==> config.mk <==
export PLATFORM = sky130hd
export DESIGN_NAME = video_chip_register_interrupt_unit
export DESIGN_NICKNAME = d
export VERILOG_FILES = /design/src/sv/vcriu_pkg.sv /design/src/sv/vcriu_ram.sv /design/src/sv/vcriu_irq.sv /design/src/sv/video_chip_register_interrupt_unit.sv
export SDC_FILE = /design/constraint.sdc
export NUM_CORES = 1
export LEC_CHECK = 0
export CORE_ASPECT_RATIO = 1.2
export CORE_MARGIN = 1.5
export CORE_UTILIZATION = 40
export DETAILED_ROUTE_END_ITERATION = 10
export DONT_BUFFER_PORTS = 1
export PLACE_DENSITY_LB_ADDON = 0.2
export SYNTH_ARGS = -nofsm -noshare
export SYNTH_HDL_FRONTEND = slang
export SYNTH_SLANG_ARGS = --single-unit
==> constraint.sdc <==
create_clock -name clk -period 7.3 [get_ports clk]
set_clock_uncertainty 0.05 [all_clocks]
set_input_delay 0.365 -clock clk [delete_from_list [all_inputs] [get_ports clk]]
set_output_delay 0.365 -clock clk [all_outputs]
set_load 0.02 [all_outputs]
==> src/sv/vcriu_pkg.sv <==
`timescale 1ns / 1ps

package vcriu_pkg;

  localparam int unsigned NUM_REGS   = 48;
  localparam int unsigned OFF_W      = 6;
  localparam int unsigned BYTE_W     = 8;
  localparam int unsigned SRC_W      = 6;
  localparam int unsigned TIMER_W    = 12;

  localparam logic [OFF_W-1:0]  OFF_INIT0  = 6'h00;
  localparam logic [OFF_W-1:0]  OFF_IRQEN  = 6'h02;
  localparam logic [OFF_W-1:0]  OFF_FIRQEN = 6'h03;
  localparam logic [OFF_W-1:0]  OFF_TMSB   = 6'h04;
  localparam logic [OFF_W-1:0]  OFF_TLSB   = 6'h05;
  localparam logic [OFF_W-1:0]  OFF_MMU    = 6'h10;
  localparam logic [OFF_W-1:0]  OFF_PAL    = 6'h20;
  localparam logic [OFF_W-1:0]  OFF_LIMIT  = 6'(NUM_REGS);

  localparam logic [BYTE_W-1:0] UNMAPPED_READ = 8'h1B;
  localparam int unsigned       IRQ_CPU_BIT   = 5;
  localparam int unsigned       FIRQ_CPU_BIT  = 4;

  typedef enum logic [1:0] {
    OP_WRITE = 2'd0,
    OP_READ  = 2'd1,
    OP_EVENT = 2'd2,
    OP_NOP   = 2'd3
  } opcode_e;

  typedef enum logic [1:0] {
    RK_CONST = 2'd0,
    RK_MMU   = 2'd1,
    RK_PAL   = 2'd2
  } read_kind_e;

  typedef struct packed {
    opcode_e             opcode;
    logic [OFF_W-1:0]    reg_offset;
    logic [BYTE_W-1:0]   write_byte;
    logic [SRC_W-1:0]    event_sources;
  } item_t;

  typedef struct packed {
    logic [BYTE_W-1:0]   read_byte;
    logic                irq_line;
    logic                firq_line;
    logic                timer_load;
    logic [TIMER_W-1:0]  timer_value;
  } result_t;

  // status of the interrupt unit after the word just accepted
  typedef struct packed {
    logic                irq_line;
    logic                firq_line;
    logic                timer_load;
    logic [TIMER_W-1:0]  timer_value;
    logic [SRC_W-1:0]    pend_byte;
  } irq_status_t;

endpackage

==> src/sv/vcriu_ram.sv <==
`timescale 1ns / 1ps

module vcriu_ram #(
  parameter int unsigned WIDTH = 8,
  parameter int unsigned DEPTH = 48
) (
  input  logic                     clk,
  input  logic                     we,
  input  logic [$clog2(DEPTH)-1:0] waddr,
  input  logic [WIDTH-1:0]         wdata,
  input  logic                     re,
  input  logic [$clog2(DEPTH)-1:0] raddr,
  output logic [WIDTH-1:0]         rdata
);

  logic [WIDTH-1:0] mem [DEPTH];

  always_ff @(posedge clk) begin
    if (we) begin
      mem[waddr] <= wdata;
    end
    if (re) begin
      rdata <= mem[raddr];
    end
  end

endmodule

==> src/sv/vcriu_irq.sv <==
`timescale 1ns / 1ps

module vcriu_irq (
  input  logic                 clk,
  input  logic                 rst,
  input  logic                 accept,
  input  vcriu_pkg::item_t     item,
  output vcriu_pkg::irq_status_t status
);

  // shadow copies of the control bytes, only the bits that matter
  logic                         cpu_irq_en;
  logic                         cpu_firq_en;
  logic [vcriu_pkg::SRC_W-1:0]  irq_en;
  logic [vcriu_pkg::SRC_W-1:0]  firq_en;
  logic [3:0]                   tmsb;
  logic [7:0]                   tlsb;
  logic [vcriu_pkg::SRC_W-1:0]  irq_pend;
  logic [vcriu_pkg::SRC_W-1:0]  firq_pend;
  logic [vcriu_pkg::SRC_W-1:0]  irq_cpu;
  logic [vcriu_pkg::SRC_W-1:0]  firq_cpu;

  logic                         cpu_irq_en_next;
  logic                         cpu_firq_en_next;
  logic [vcriu_pkg::SRC_W-1:0]  irq_en_next;
  logic [vcriu_pkg::SRC_W-1:0]  firq_en_next;
  logic [3:0]                   tmsb_next;
  logic [7:0]                   tlsb_next;
  logic [vcriu_pkg::SRC_W-1:0]  irq_pend_next;
  logic [vcriu_pkg::SRC_W-1:0]  firq_pend_next;
  logic [vcriu_pkg::SRC_W-1:0]  irq_cpu_next;
  logic [vcriu_pkg::SRC_W-1:0]  firq_cpu_next;
  logic                         timer_load;
  logic [vcriu_pkg::SRC_W-1:0]  pend_byte;
  logic [vcriu_pkg::SRC_W-1:0]  keep;

  assign keep = ~item.write_byte[vcriu_pkg::SRC_W-1:0];

  always_comb begin
    cpu_irq_en_next  = cpu_irq_en;
    cpu_firq_en_next = cpu_firq_en;
    irq_en_next      = irq_en;
    firq_en_next     = firq_en;
    tmsb_next        = tmsb;
    tlsb_next        = tlsb;
    irq_pend_next    = irq_pend;
    firq_pend_next   = firq_pend;
    irq_cpu_next     = irq_cpu;
    firq_cpu_next    = firq_cpu;
    timer_load       = 1'b0;
    pend_byte        = '0;
    case (item.opcode)
      vcriu_pkg::OP_WRITE: begin
        case (item.reg_offset)
          vcriu_pkg::OFF_INIT0: begin
            cpu_irq_en_next  = item.write_byte[vcriu_pkg::IRQ_CPU_BIT];
            cpu_firq_en_next = item.write_byte[vcriu_pkg::FIRQ_CPU_BIT];
          end
          vcriu_pkg::OFF_IRQEN: begin
            irq_en_next   = item.write_byte[vcriu_pkg::SRC_W-1:0];
            irq_pend_next = irq_pend & keep;
            irq_cpu_next  = irq_cpu & keep;
          end
          vcriu_pkg::OFF_FIRQEN: begin
            firq_en_next   = item.write_byte[vcriu_pkg::SRC_W-1:0];
            firq_pend_next = firq_pend & keep;
            firq_cpu_next  = firq_cpu & keep;
          end
          vcriu_pkg::OFF_TMSB: begin
            tmsb_next  = item.write_byte[3:0];
            timer_load = 1'b1;
          end
          vcriu_pkg::OFF_TLSB: begin
            tlsb_next = item.write_byte;
          end
          default: begin
          end
        endcase
      end
      vcriu_pkg::OP_READ: begin
        if (item.reg_offset == vcriu_pkg::OFF_IRQEN) begin
          pend_byte     = irq_pend;
          irq_pend_next = '0;
          irq_cpu_next  = '0;
        end else if (item.reg_offset == vcriu_pkg::OFF_FIRQEN) begin
          pend_byte      = firq_pend;
          firq_pend_next = '0;
          firq_cpu_next  = '0;
        end
      end
      vcriu_pkg::OP_EVENT: begin
        irq_pend_next  = irq_pend | (item.event_sources & irq_en);
        firq_pend_next = firq_pend | (item.event_sources & firq_en);
        irq_cpu_next   = cpu_irq_en ? irq_pend_next : '0;
        firq_cpu_next  = cpu_firq_en ? firq_pend_next : '0;
      end
      default: begin
      end
    endcase
  end

  always_ff @(posedge clk) begin
    if (rst) begin
      cpu_irq_en  <= 1'b0;
      cpu_firq_en <= 1'b0;
      irq_en      <= '0;
      firq_en     <= '0;
      tmsb        <= '0;
      tlsb        <= '0;
      irq_pend    <= '0;
      firq_pend   <= '0;
      irq_cpu     <= '0;
      firq_cpu    <= '0;
    end else if (accept) begin
      cpu_irq_en  <= cpu_irq_en_next;
      cpu_firq_en <= cpu_firq_en_next;
      irq_en      <= irq_en_next;
      firq_en     <= firq_en_next;
      tmsb        <= tmsb_next;
      tlsb        <= tlsb_next;
      irq_pend    <= irq_pend_next;
      firq_pend   <= firq_pend_next;
      irq_cpu     <= irq_cpu_next;
      firq_cpu    <= firq_cpu_next;
    end
  end

  always_comb begin
    status.irq_line    = |irq_cpu_next;
    status.firq_line   = |firq_cpu_next;
    status.timer_load  = timer_load;
    status.timer_value = timer_load ? {tmsb_next, tlsb_next} : '0;
    status.pend_byte   = pend_byte;
  end

endmodule

==> src/sv/video_chip_register_interrupt_unit.sv <==
`timescale 1ns / 1ps
// a word accepted goes to the stage-one registers, then to the result register
// throughput: one word per cycle of reads, writes and events while result_stall is low
// the 48-byte register file is one ram, read at acceptance, its data merged with stage one
// reset clears the interrupt state, the shadow bytes and the per-entry valid bits;
// an mmu or palette entry not written since reset reads as zero, no clearing pass is needed
module video_chip_register_interrupt_unit (
  input  logic                clk,
  input  logic                rst,
  input  logic                item_valid,
  output logic                item_stall,
  input  vcriu_pkg::item_t    item,
  output logic                result_valid,
  input  logic                result_stall,
  output vcriu_pkg::result_t  result
);

  localparam int unsigned AW = $clog2(vcriu_pkg::NUM_REGS);

  // handshake and pipeline control
  logic accept;
  logic advance;
  logic s1_valid;
  logic s1_valid_next;
  logic result_valid_next;

  // stage one: everything but the stored byte is settled at acceptance
  vcriu_pkg::read_kind_e  s1_kind;
  logic [7:0]             s1_const;
  logic                   s1_hit;
  logic                   s1_irq_line;
  logic                   s1_firq_line;
  logic                   s1_timer_load;
  logic [11:0]            s1_timer_value;

  vcriu_pkg::read_kind_e  kind;
  logic [7:0]             const_byte;
  logic [7:0]             store_byte;
  logic [7:0]             read_byte;
  logic                   in_range;
  logic                   is_write;
  logic                   is_read;
  logic [AW-1:0]          addr;
  logic [vcriu_pkg::NUM_REGS-1:0] written;

  vcriu_pkg::irq_status_t status;

  // output register can take a word when empty or when its word leaves
  assign advance    = !result_valid || !result_stall;
  assign item_stall = s1_valid && !advance;
  assign accept     = item_valid && !item_stall;

  assign in_range = item.reg_offset < vcriu_pkg::OFF_LIMIT;
  assign is_write = item.opcode == vcriu_pkg::OP_WRITE;
  assign is_read  = item.opcode == vcriu_pkg::OP_READ;
  assign addr     = item.reg_offset[AW-1:0];

  // register file: written and read at acceptance, a read of the word after
  // a write already sees it since the write lands at that write's own acceptance
  vcriu_ram #(
    .WIDTH (8),
    .DEPTH (vcriu_pkg::NUM_REGS)
  ) u_store (
    .clk   (clk),
    .we    (accept && is_write && in_range),
    .waddr (addr),
    .wdata (item.write_byte),
    .re    (accept && is_read && in_range),
    .raddr (addr),
    .rdata (store_byte)
  );

  // interrupt pending sets, cpu enables and timer reload
  vcriu_irq u_irq (
    .clk    (clk),
    .rst    (rst),
    .accept (accept),
    .item   (item),
    .status (status)
  );

  // sort the read into a fixed byte or a store lookup
  always_comb begin
    kind       = vcriu_pkg::RK_CONST;
    const_byte = '0;
    if (is_read) begin
      if (!in_range) begin
        const_byte = vcriu_pkg::UNMAPPED_READ;
      end else if (item.reg_offset >= vcriu_pkg::OFF_PAL) begin
        kind = vcriu_pkg::RK_PAL;
      end else if (item.reg_offset >= vcriu_pkg::OFF_MMU) begin
        kind = vcriu_pkg::RK_MMU;
      end else if (item.reg_offset == vcriu_pkg::OFF_IRQEN ||
                   item.reg_offset == vcriu_pkg::OFF_FIRQEN) begin
        const_byte = {2'b00, status.pend_byte};
      end else begin
        const_byte = vcriu_pkg::UNMAPPED_READ;
      end
    end
  end

  // per-entry written marks stand in for clearing the ram at reset
  always_ff @(posedge clk) begin
    if (rst) begin
      written <= '0;
    end else if (accept && is_write && in_range) begin
      written[addr] <= 1'b1;
    end
  end

  assign s1_valid_next     = accept ? 1'b1 : (advance ? 1'b0 : s1_valid);
  assign result_valid_next = advance ? s1_valid : result_valid;

  always_ff @(posedge clk) begin
    if (rst) begin
      s1_valid     <= 1'b0;
      result_valid <= 1'b0;
    end else begin
      s1_valid     <= s1_valid_next;
      result_valid <= result_valid_next;
    end
  end

  always_ff @(posedge clk) begin
    if (accept) begin
      s1_kind        <= kind;
      s1_const       <= const_byte;
      s1_hit         <= in_range && written[addr];
      s1_irq_line    <= status.irq_line;
      s1_firq_line   <= status.firq_line;
      s1_timer_load  <= status.timer_load;
      s1_timer_value <= status.timer_value;
    end
  end

  // merge the stored byte once the ram data is out
  always_comb begin
    case (s1_kind)
      vcriu_pkg::RK_MMU: read_byte = s1_hit ? store_byte : '0;
      vcriu_pkg::RK_PAL: read_byte = s1_hit ? {2'b00, store_byte[5:0]} : '0;
      default:           read_byte = s1_const;
    endcase
  end

  always_ff @(posedge clk) begin
    if (s1_valid && advance) begin
      result.read_byte   <= read_byte;
      result.irq_line    <= s1_irq_line;
      result.firq_line   <= s1_firq_line;
      result.timer_load  <= s1_timer_load;
      result.timer_value <= s1_timer_value;
    end
  end

endmodule

Yosys cells after proc, flatten, opt, wreduce, memory -nomap -nowiden. Memories as Yosys holds them, arrays and structs flattened. A register that Yosys moved wholly into a read port is not among the register bits. Cells that the tools add are included.

Register bits after elaboration: 149. Memory bits (writable): 384. Input port bits: 26. Word-level logic and storage cells: 131. Memories: 1.

Memories: u_store.mem (words 48, width 8, rd ports 1, clocked after memory_dff 1, wr ports 1, line vcriu_ram.sv:16) `logic [WIDTH-1:0] mem [DEPTH];`.

Order comparisons: 5. Equal/unequal tests: 13. Mux-type cells: 41. Bitwise logic cells: 13. Reductions and logical operators: 30.

Operator list (count): $mux W6 (15); $pmux W6 S3 (4); $or A48 B48 Y48 (1); $and A6 B6 Y6 (6); $mux W8 (3); $mux W5 (4); $pmux W8 S2 (1); $eq A6 B2 Y1 const B (2); $eq A6 B3 Y1 const B (2); $or A6 B6 Y6 (2); $reduce_or A6 Y1 (2); $logic_and A1 B1 Y1 (9); $mux W1 (9); $reduce_and A3 Y1 (3); $mux W4 (2); $ne A2 B1 Y1 const B (4); $lt A6 B7 Y1 const B (1); $bmux W1 S6 (1); $demux W1 S6 (1); $ge A6 B1 Y1 const B (1); $ge A6 B5 Y1 const B (1); $ge A6 B6 Y1 const B (1); $logic_not A6 Y1 (1); $lt A6 B6 Y1 const B (1); 17 further kinds (25).

Longest topological paths before layout.
Depth after elaboration: 10. Depth in mapped cells: 9. Depth with buffers taken out: 9.

By module. Synthesis repeated with hierarchy kept, for this count alone.

Cells, all modules: 1437. Area total of the unflattened synthesis: 21662.0 µm².

By module, submodules not included: vcriu_ram (times used 1, cells each 793, area an instance 15429.8 µm², seq. area each 11771.3 µm²); video_chip_register_interrupt_unit (times used 1, cells each 336, area an instance 3768.6 µm², seq. area each 2412.3 µm²); vcriu_irq (times used 1, cells each 308, area an instance 2463.6 µm², seq. area each 920.9 µm²).

Worst setup path before layout. OpenSTA, ideal clock, no wires.

Path type: register -> register. Start: register result_valid. End: register result[0] (netlist bit) (enable). Library setup time: 438 ps. Arrival: 2117 ps. Path slack: 4695 ps. Stages on the path, launching flop included: 2. Buffers on the path: 0. Period minus slack after synthesis: 2605 ps. Path through: dfxtp_1 -> a21boi_0.

Longest elaborated chain between the ends: 3.

Ends and longest elaborated chain: start: declaration (line video_chip_register_interrupt_unit.sv:13) `output logic result_valid,`; start signal: assignment (line video_chip_register_interrupt_unit.sv:120) `result_valid <= result_valid_next;`; $logic_not A1 Y1 (line video_chip_register_interrupt_unit.sv:49) `assign advance = !result_valid || !result_stall;`; $logic_or A1 B1 Y1 (line video_chip_register_interrupt_unit.sv:49); $logic_and A1 B1 Y1 (line video_chip_register_interrupt_unit.sv:146) `if (s1_valid && advance) begin`; end: declaration (line video_chip_register_interrupt_unit.sv:15) `output vcriu_pkg::result_t result`.

Every way passes these cells. A chain may end at the register's enable or synchronous reset.

Final worst setup path.
Start: register result_valid. End: register u_irq.cpu_irq_en.

Longest elaborated chain between the ends: 7.

Ends and longest elaborated chain: $logic_not A1 Y1 (line video_chip_register_interrupt_unit.sv:49); $logic_or A1 B1 Y1 (line video_chip_register_interrupt_unit.sv:49); $logic_not A1 Y1 (line video_chip_register_interrupt_unit.sv:50) `assign item_stall = s1_valid && !advance;`; $logic_and A1 B1 Y1 (line video_chip_register_interrupt_unit.sv:50); via item_stall (line video_chip_register_interrupt_unit.sv:11) `output logic item_stall,`; $logic_not A1 Y1 (line video_chip_register_interrupt_unit.sv:51) `assign accept = item_valid && !item_stall;`; $logic_and A1 B1 Y1 (line video_chip_register_interrupt_unit.sv:51); $reduce_and A3 Y1 (no source line); end signal: assignment (line vcriu_irq.sv:115) `cpu_irq_en <= cpu_irq_en_next;`; end: declaration (line vcriu_irq.sv:12) `logic cpu_irq_en;`.

The timed path passes the listed nets, and every way through them passes these cells.

==> reports/qor.csv <==
metric,value,unit
Core Rows,92,
Worst Tran Pin Value,1.08,ns
routed wirelength normalized by instance count,25.7,um
ANT nets after route,0,
type of origin of the critical path,register,
max-slew headroom at the worst pin,27.7,%
required time at the worst-slack endpoint,7.79,ns
Final min period,3.25,ns
"Reg clk slew, reported paths",0.06,ns
worst-path fanout max,13,
"buffers from clock root to sink, at most",3,
total negative setup slack,0,ns
kind of capture point of the worst setup path,register,
DRC violations left,0,
Max Cap Violations,0,
die outline area,54400,um^2
run status,finished clean,
insertion delay to the later sink of the worst-skew pair,0.59,ns
Synth-to-Final Area Change,12.2,%
warning count from the yosys run,0,
IO Port Bufs,0,
number of buffers and inverters on the critical path,3,
number of setup buffers added after CTS,0,
total length of routed wires,52500,um
HPWL after detailed placement,30800,um
Peak Freq,0.308,GHz
layout cells sized above 1,16.1,%
overflow left after global routing,0,
final net count,1330,
CP cell instances,nand3_1 > inv_1 > nor3_2 > nand2_1 > inv_1 > nand2_1 > a21oi_1 > dlygate4sd3_1,
Power Density,263,nW/um^2
critical path type,reg2reg,
gate count of the mapped netlist,1291,
initial drt markers,1154,
clock tree from TritonCTS,yes,
Initial Utilization,40.4,%
clk sinks,535,
arrival time at the worst endpoint,3.74,ns
most used flip-flop cell after synthesis,sky130_fd_sc_hd__edfxtp_1,
count of antenna diodes in the layout,0,
first-pass GRT wire length,77500,um
largest net degree at the start of global routing,139,
syn avg cell area,16.4,um^2
Die Width,213,um
First-pass DRT Iterations,5,
ports placed on the boundary,51,
Post-Syn Nets,1323,
H-Tree Level Count,2,
hold crit path type,in2reg,
post-synthesis cell area,21200,um^2
Final Max Slew Viols,0,
Routability Congestion,0.894,
peak supply drop,0.000204,V
final setup vio count,0,
Root Buffer Master,sky130_fd_sc_hd__clkbuf_16,
"delay-heaviest family, CP",simple AND/OR/NAND/NOR gates,
Leakage Power,7.76,nW
Core Area,52500,um^2
post-synthesis sequential area ratio,71.3,%
final hold viol count,0,
Post-synth ARST share,0,%
# fillers,4603,
Post-synth EDFFs,439,
y dimension of the die,255,um
combined global-route utilization of all metal layers,19.7,%
post-synthesis sequential element count,535,
total via count after detailed routing,11329,
"Largest stage delay, worst path",0.72,ns
via count of the first global-routing pass,11330,
RSZ-0062 raised after global routing,false,
CTS buffer count,52,
"Max stage delay cell, worst path",sky130_fd_sc_hd__nor3_2,
number of antenna violations at the first check in global routing,2,
vias per cell,5.54,
share of the clock period used by the worst path,44.5,%
Netlist cell types,55,
fraction of the core area covered by cells at the end of the flow,45.3,%
## worst register-to-register path: stages (launching register included)
cell and delay, ns:
sky130_fd_sc_hd__dfxtp_1 0.40, sky130_fd_sc_hd__nand3_1 0.37, sky130_fd_sc_hd__inv_1 0.27, sky130_fd_sc_hd__nor3_2 0.72, sky130_fd_sc_hd__nand2_1 0.21, sky130_fd_sc_hd__inv_1 0.38
sky130_fd_sc_hd__nand2_1 0.11, sky130_fd_sc_hd__a21oi_1 0.12, sky130_fd_sc_hd__dlygate4sd3_1 0.55
## state kept, by name, summed over array words and instances, names as in the netlist
register	count
result	23
result_valid	1
s1_const	6
s1_firq_line	1
s1_hit	1
s1_irq_line	1
s1_kind	2
s1_timer_load	1
s1_timer_value	12
s1_valid	1
u_irq.cpu_firq_en	1
u_irq.cpu_irq_en	1
u_irq.firq_cpu	6
u_irq.firq_en	6
u_irq.firq_pend	6
u_irq.irq_cpu	6
u_irq.irq_en	6
u_irq.irq_pend	6
u_irq.tlsb	8
u_store.mem	384
u_store.rdata	8
written	48
## path summary, 6_finish.rpt
kind           startpoint  cells after the start                 to  slack [ns]
max          result_valid                      8   u_irq.cpu_irq_en        4.05
min               item[0]                      3  u_irq.irq_pend[0]        0.04
max reg2reg  result_valid                      8   u_irq.cpu_irq_en        4.05
min reg2reg   s1_irq_line                      0         result[14]        0.36
## power by group
group          switching (mW)  total, mW  leakage [nW]  internal [mW]
Clock                    1.12       2.64         0.830           1.53
Combinational           0.158      0.268          2.17          0.110
Sequential             0.0170       3.34          4.76           3.32
Total                    1.29       6.25          7.76           4.96
## repair_timing
item / CTS / global route
hold buffers: 16 / 0
resized for setup: 0 / 0
hold endpoints to repair: 494 / 0
## layout make-up
class / count / area [um^2] / area share (%)
flip-flops and latches: 535 / 15100 / 63.5
clock buffers: 75 / 1500 / 6.30
inverters: 22 / 82.6 / 0.347
clock inverters: 21 / 176 / 0.742
repair buffers: 22 / 363 / 1.53
multi-input cells: 665 / 5670 / 23.9
well taps: 705 / 882 / 3.71
## synth_stat cells, types with 22 or more instances
| master | count | share of area (%) |
|---|---|---|
| sky130_fd_sc_hd__dfxtp_1 | 96 | 9.1 |
| sky130_fd_sc_hd__mux2i_1 | 62 | 2.9 |
| sky130_fd_sc_hd__a21oi_1 | 52 | 1.2 |
| sky130_fd_sc_hd__nand2_1 | 39 | 0.69 |
| sky130_fd_sc_hd__mux4_2 | 103 | 11 |
| sky130_fd_sc_hd__buf_2 | 22 | 0.52 |
| sky130_fd_sc_hd__o21ai_0 | 24 | 0.57 |
| sky130_fd_sc_hd__nand3_1 | 32 | 0.76 |
| sky130_fd_sc_hd__nor2_1 | 169 | 3.0 |
| sky130_fd_sc_hd__edfxtp_1 | 439 | 62 |
| sky130_fd_sc_hd__clkbuf_1 | 31 | 0.55 |
## routing by layer
layer	wire [um]	vias to the layer above	track usage [%]
met1	21800	5888	25.6
met5	0	-	0
met4	1540	0	6.46
li1	-	5039	-
met3	2580	87	3.14
met2	26600	315	33.8
## stage by stage
step	power (mW)	hold slack [ns]	instances	worst slack (ns)	cell area (um^2)
2_1_floorplan	3.59	0.350	1291	4.69	21200
3_3_place_gp	3.60	0.353	1933	3.90	21800
3_5_place_dp	3.60	0.355	1933	3.74	21800
4_1_cts	6.31	0.00982	2045	4.01	23800
5_1_grt	6.43	0.0247	2045	3.68	23800
6_report	6.25	0.0440	2045	4.05	23800
## cell usage in the layout (no fill, tap or decap), drive strengths merged, types with 10 or more instances in the layout
master,synthesis,layout
edfxtp,439,439
nor2,169,169
mux4,103,103
dfxtp,96,96
clkbuf,31,75
mux2i,62,62
a21oi,52,52
nand2,39,39
nand3,32,32
o21ai,30,30
inv,22,22
a22oi,20,20
nor2b,18,18
clkinv,0,17
buf,38,15
nand2b,12,12
a22o,11,11
a211oi,10,10
## kinds of logic after synthesis
logic type / count (synthesis) / share of synthesized area [%]
flip-flops: 535 / 71.3
AND/OR/NAND/NOR: 321 / 7.08
adder cells (fa/ha/maj): 6 / 0.354
AO/OA/AOI/OAI: 173 / 5.43
buffers and inverters: 91 / 1.99
multiplexers: 165 / 13.9
Power figures use the tool's default switching activity.
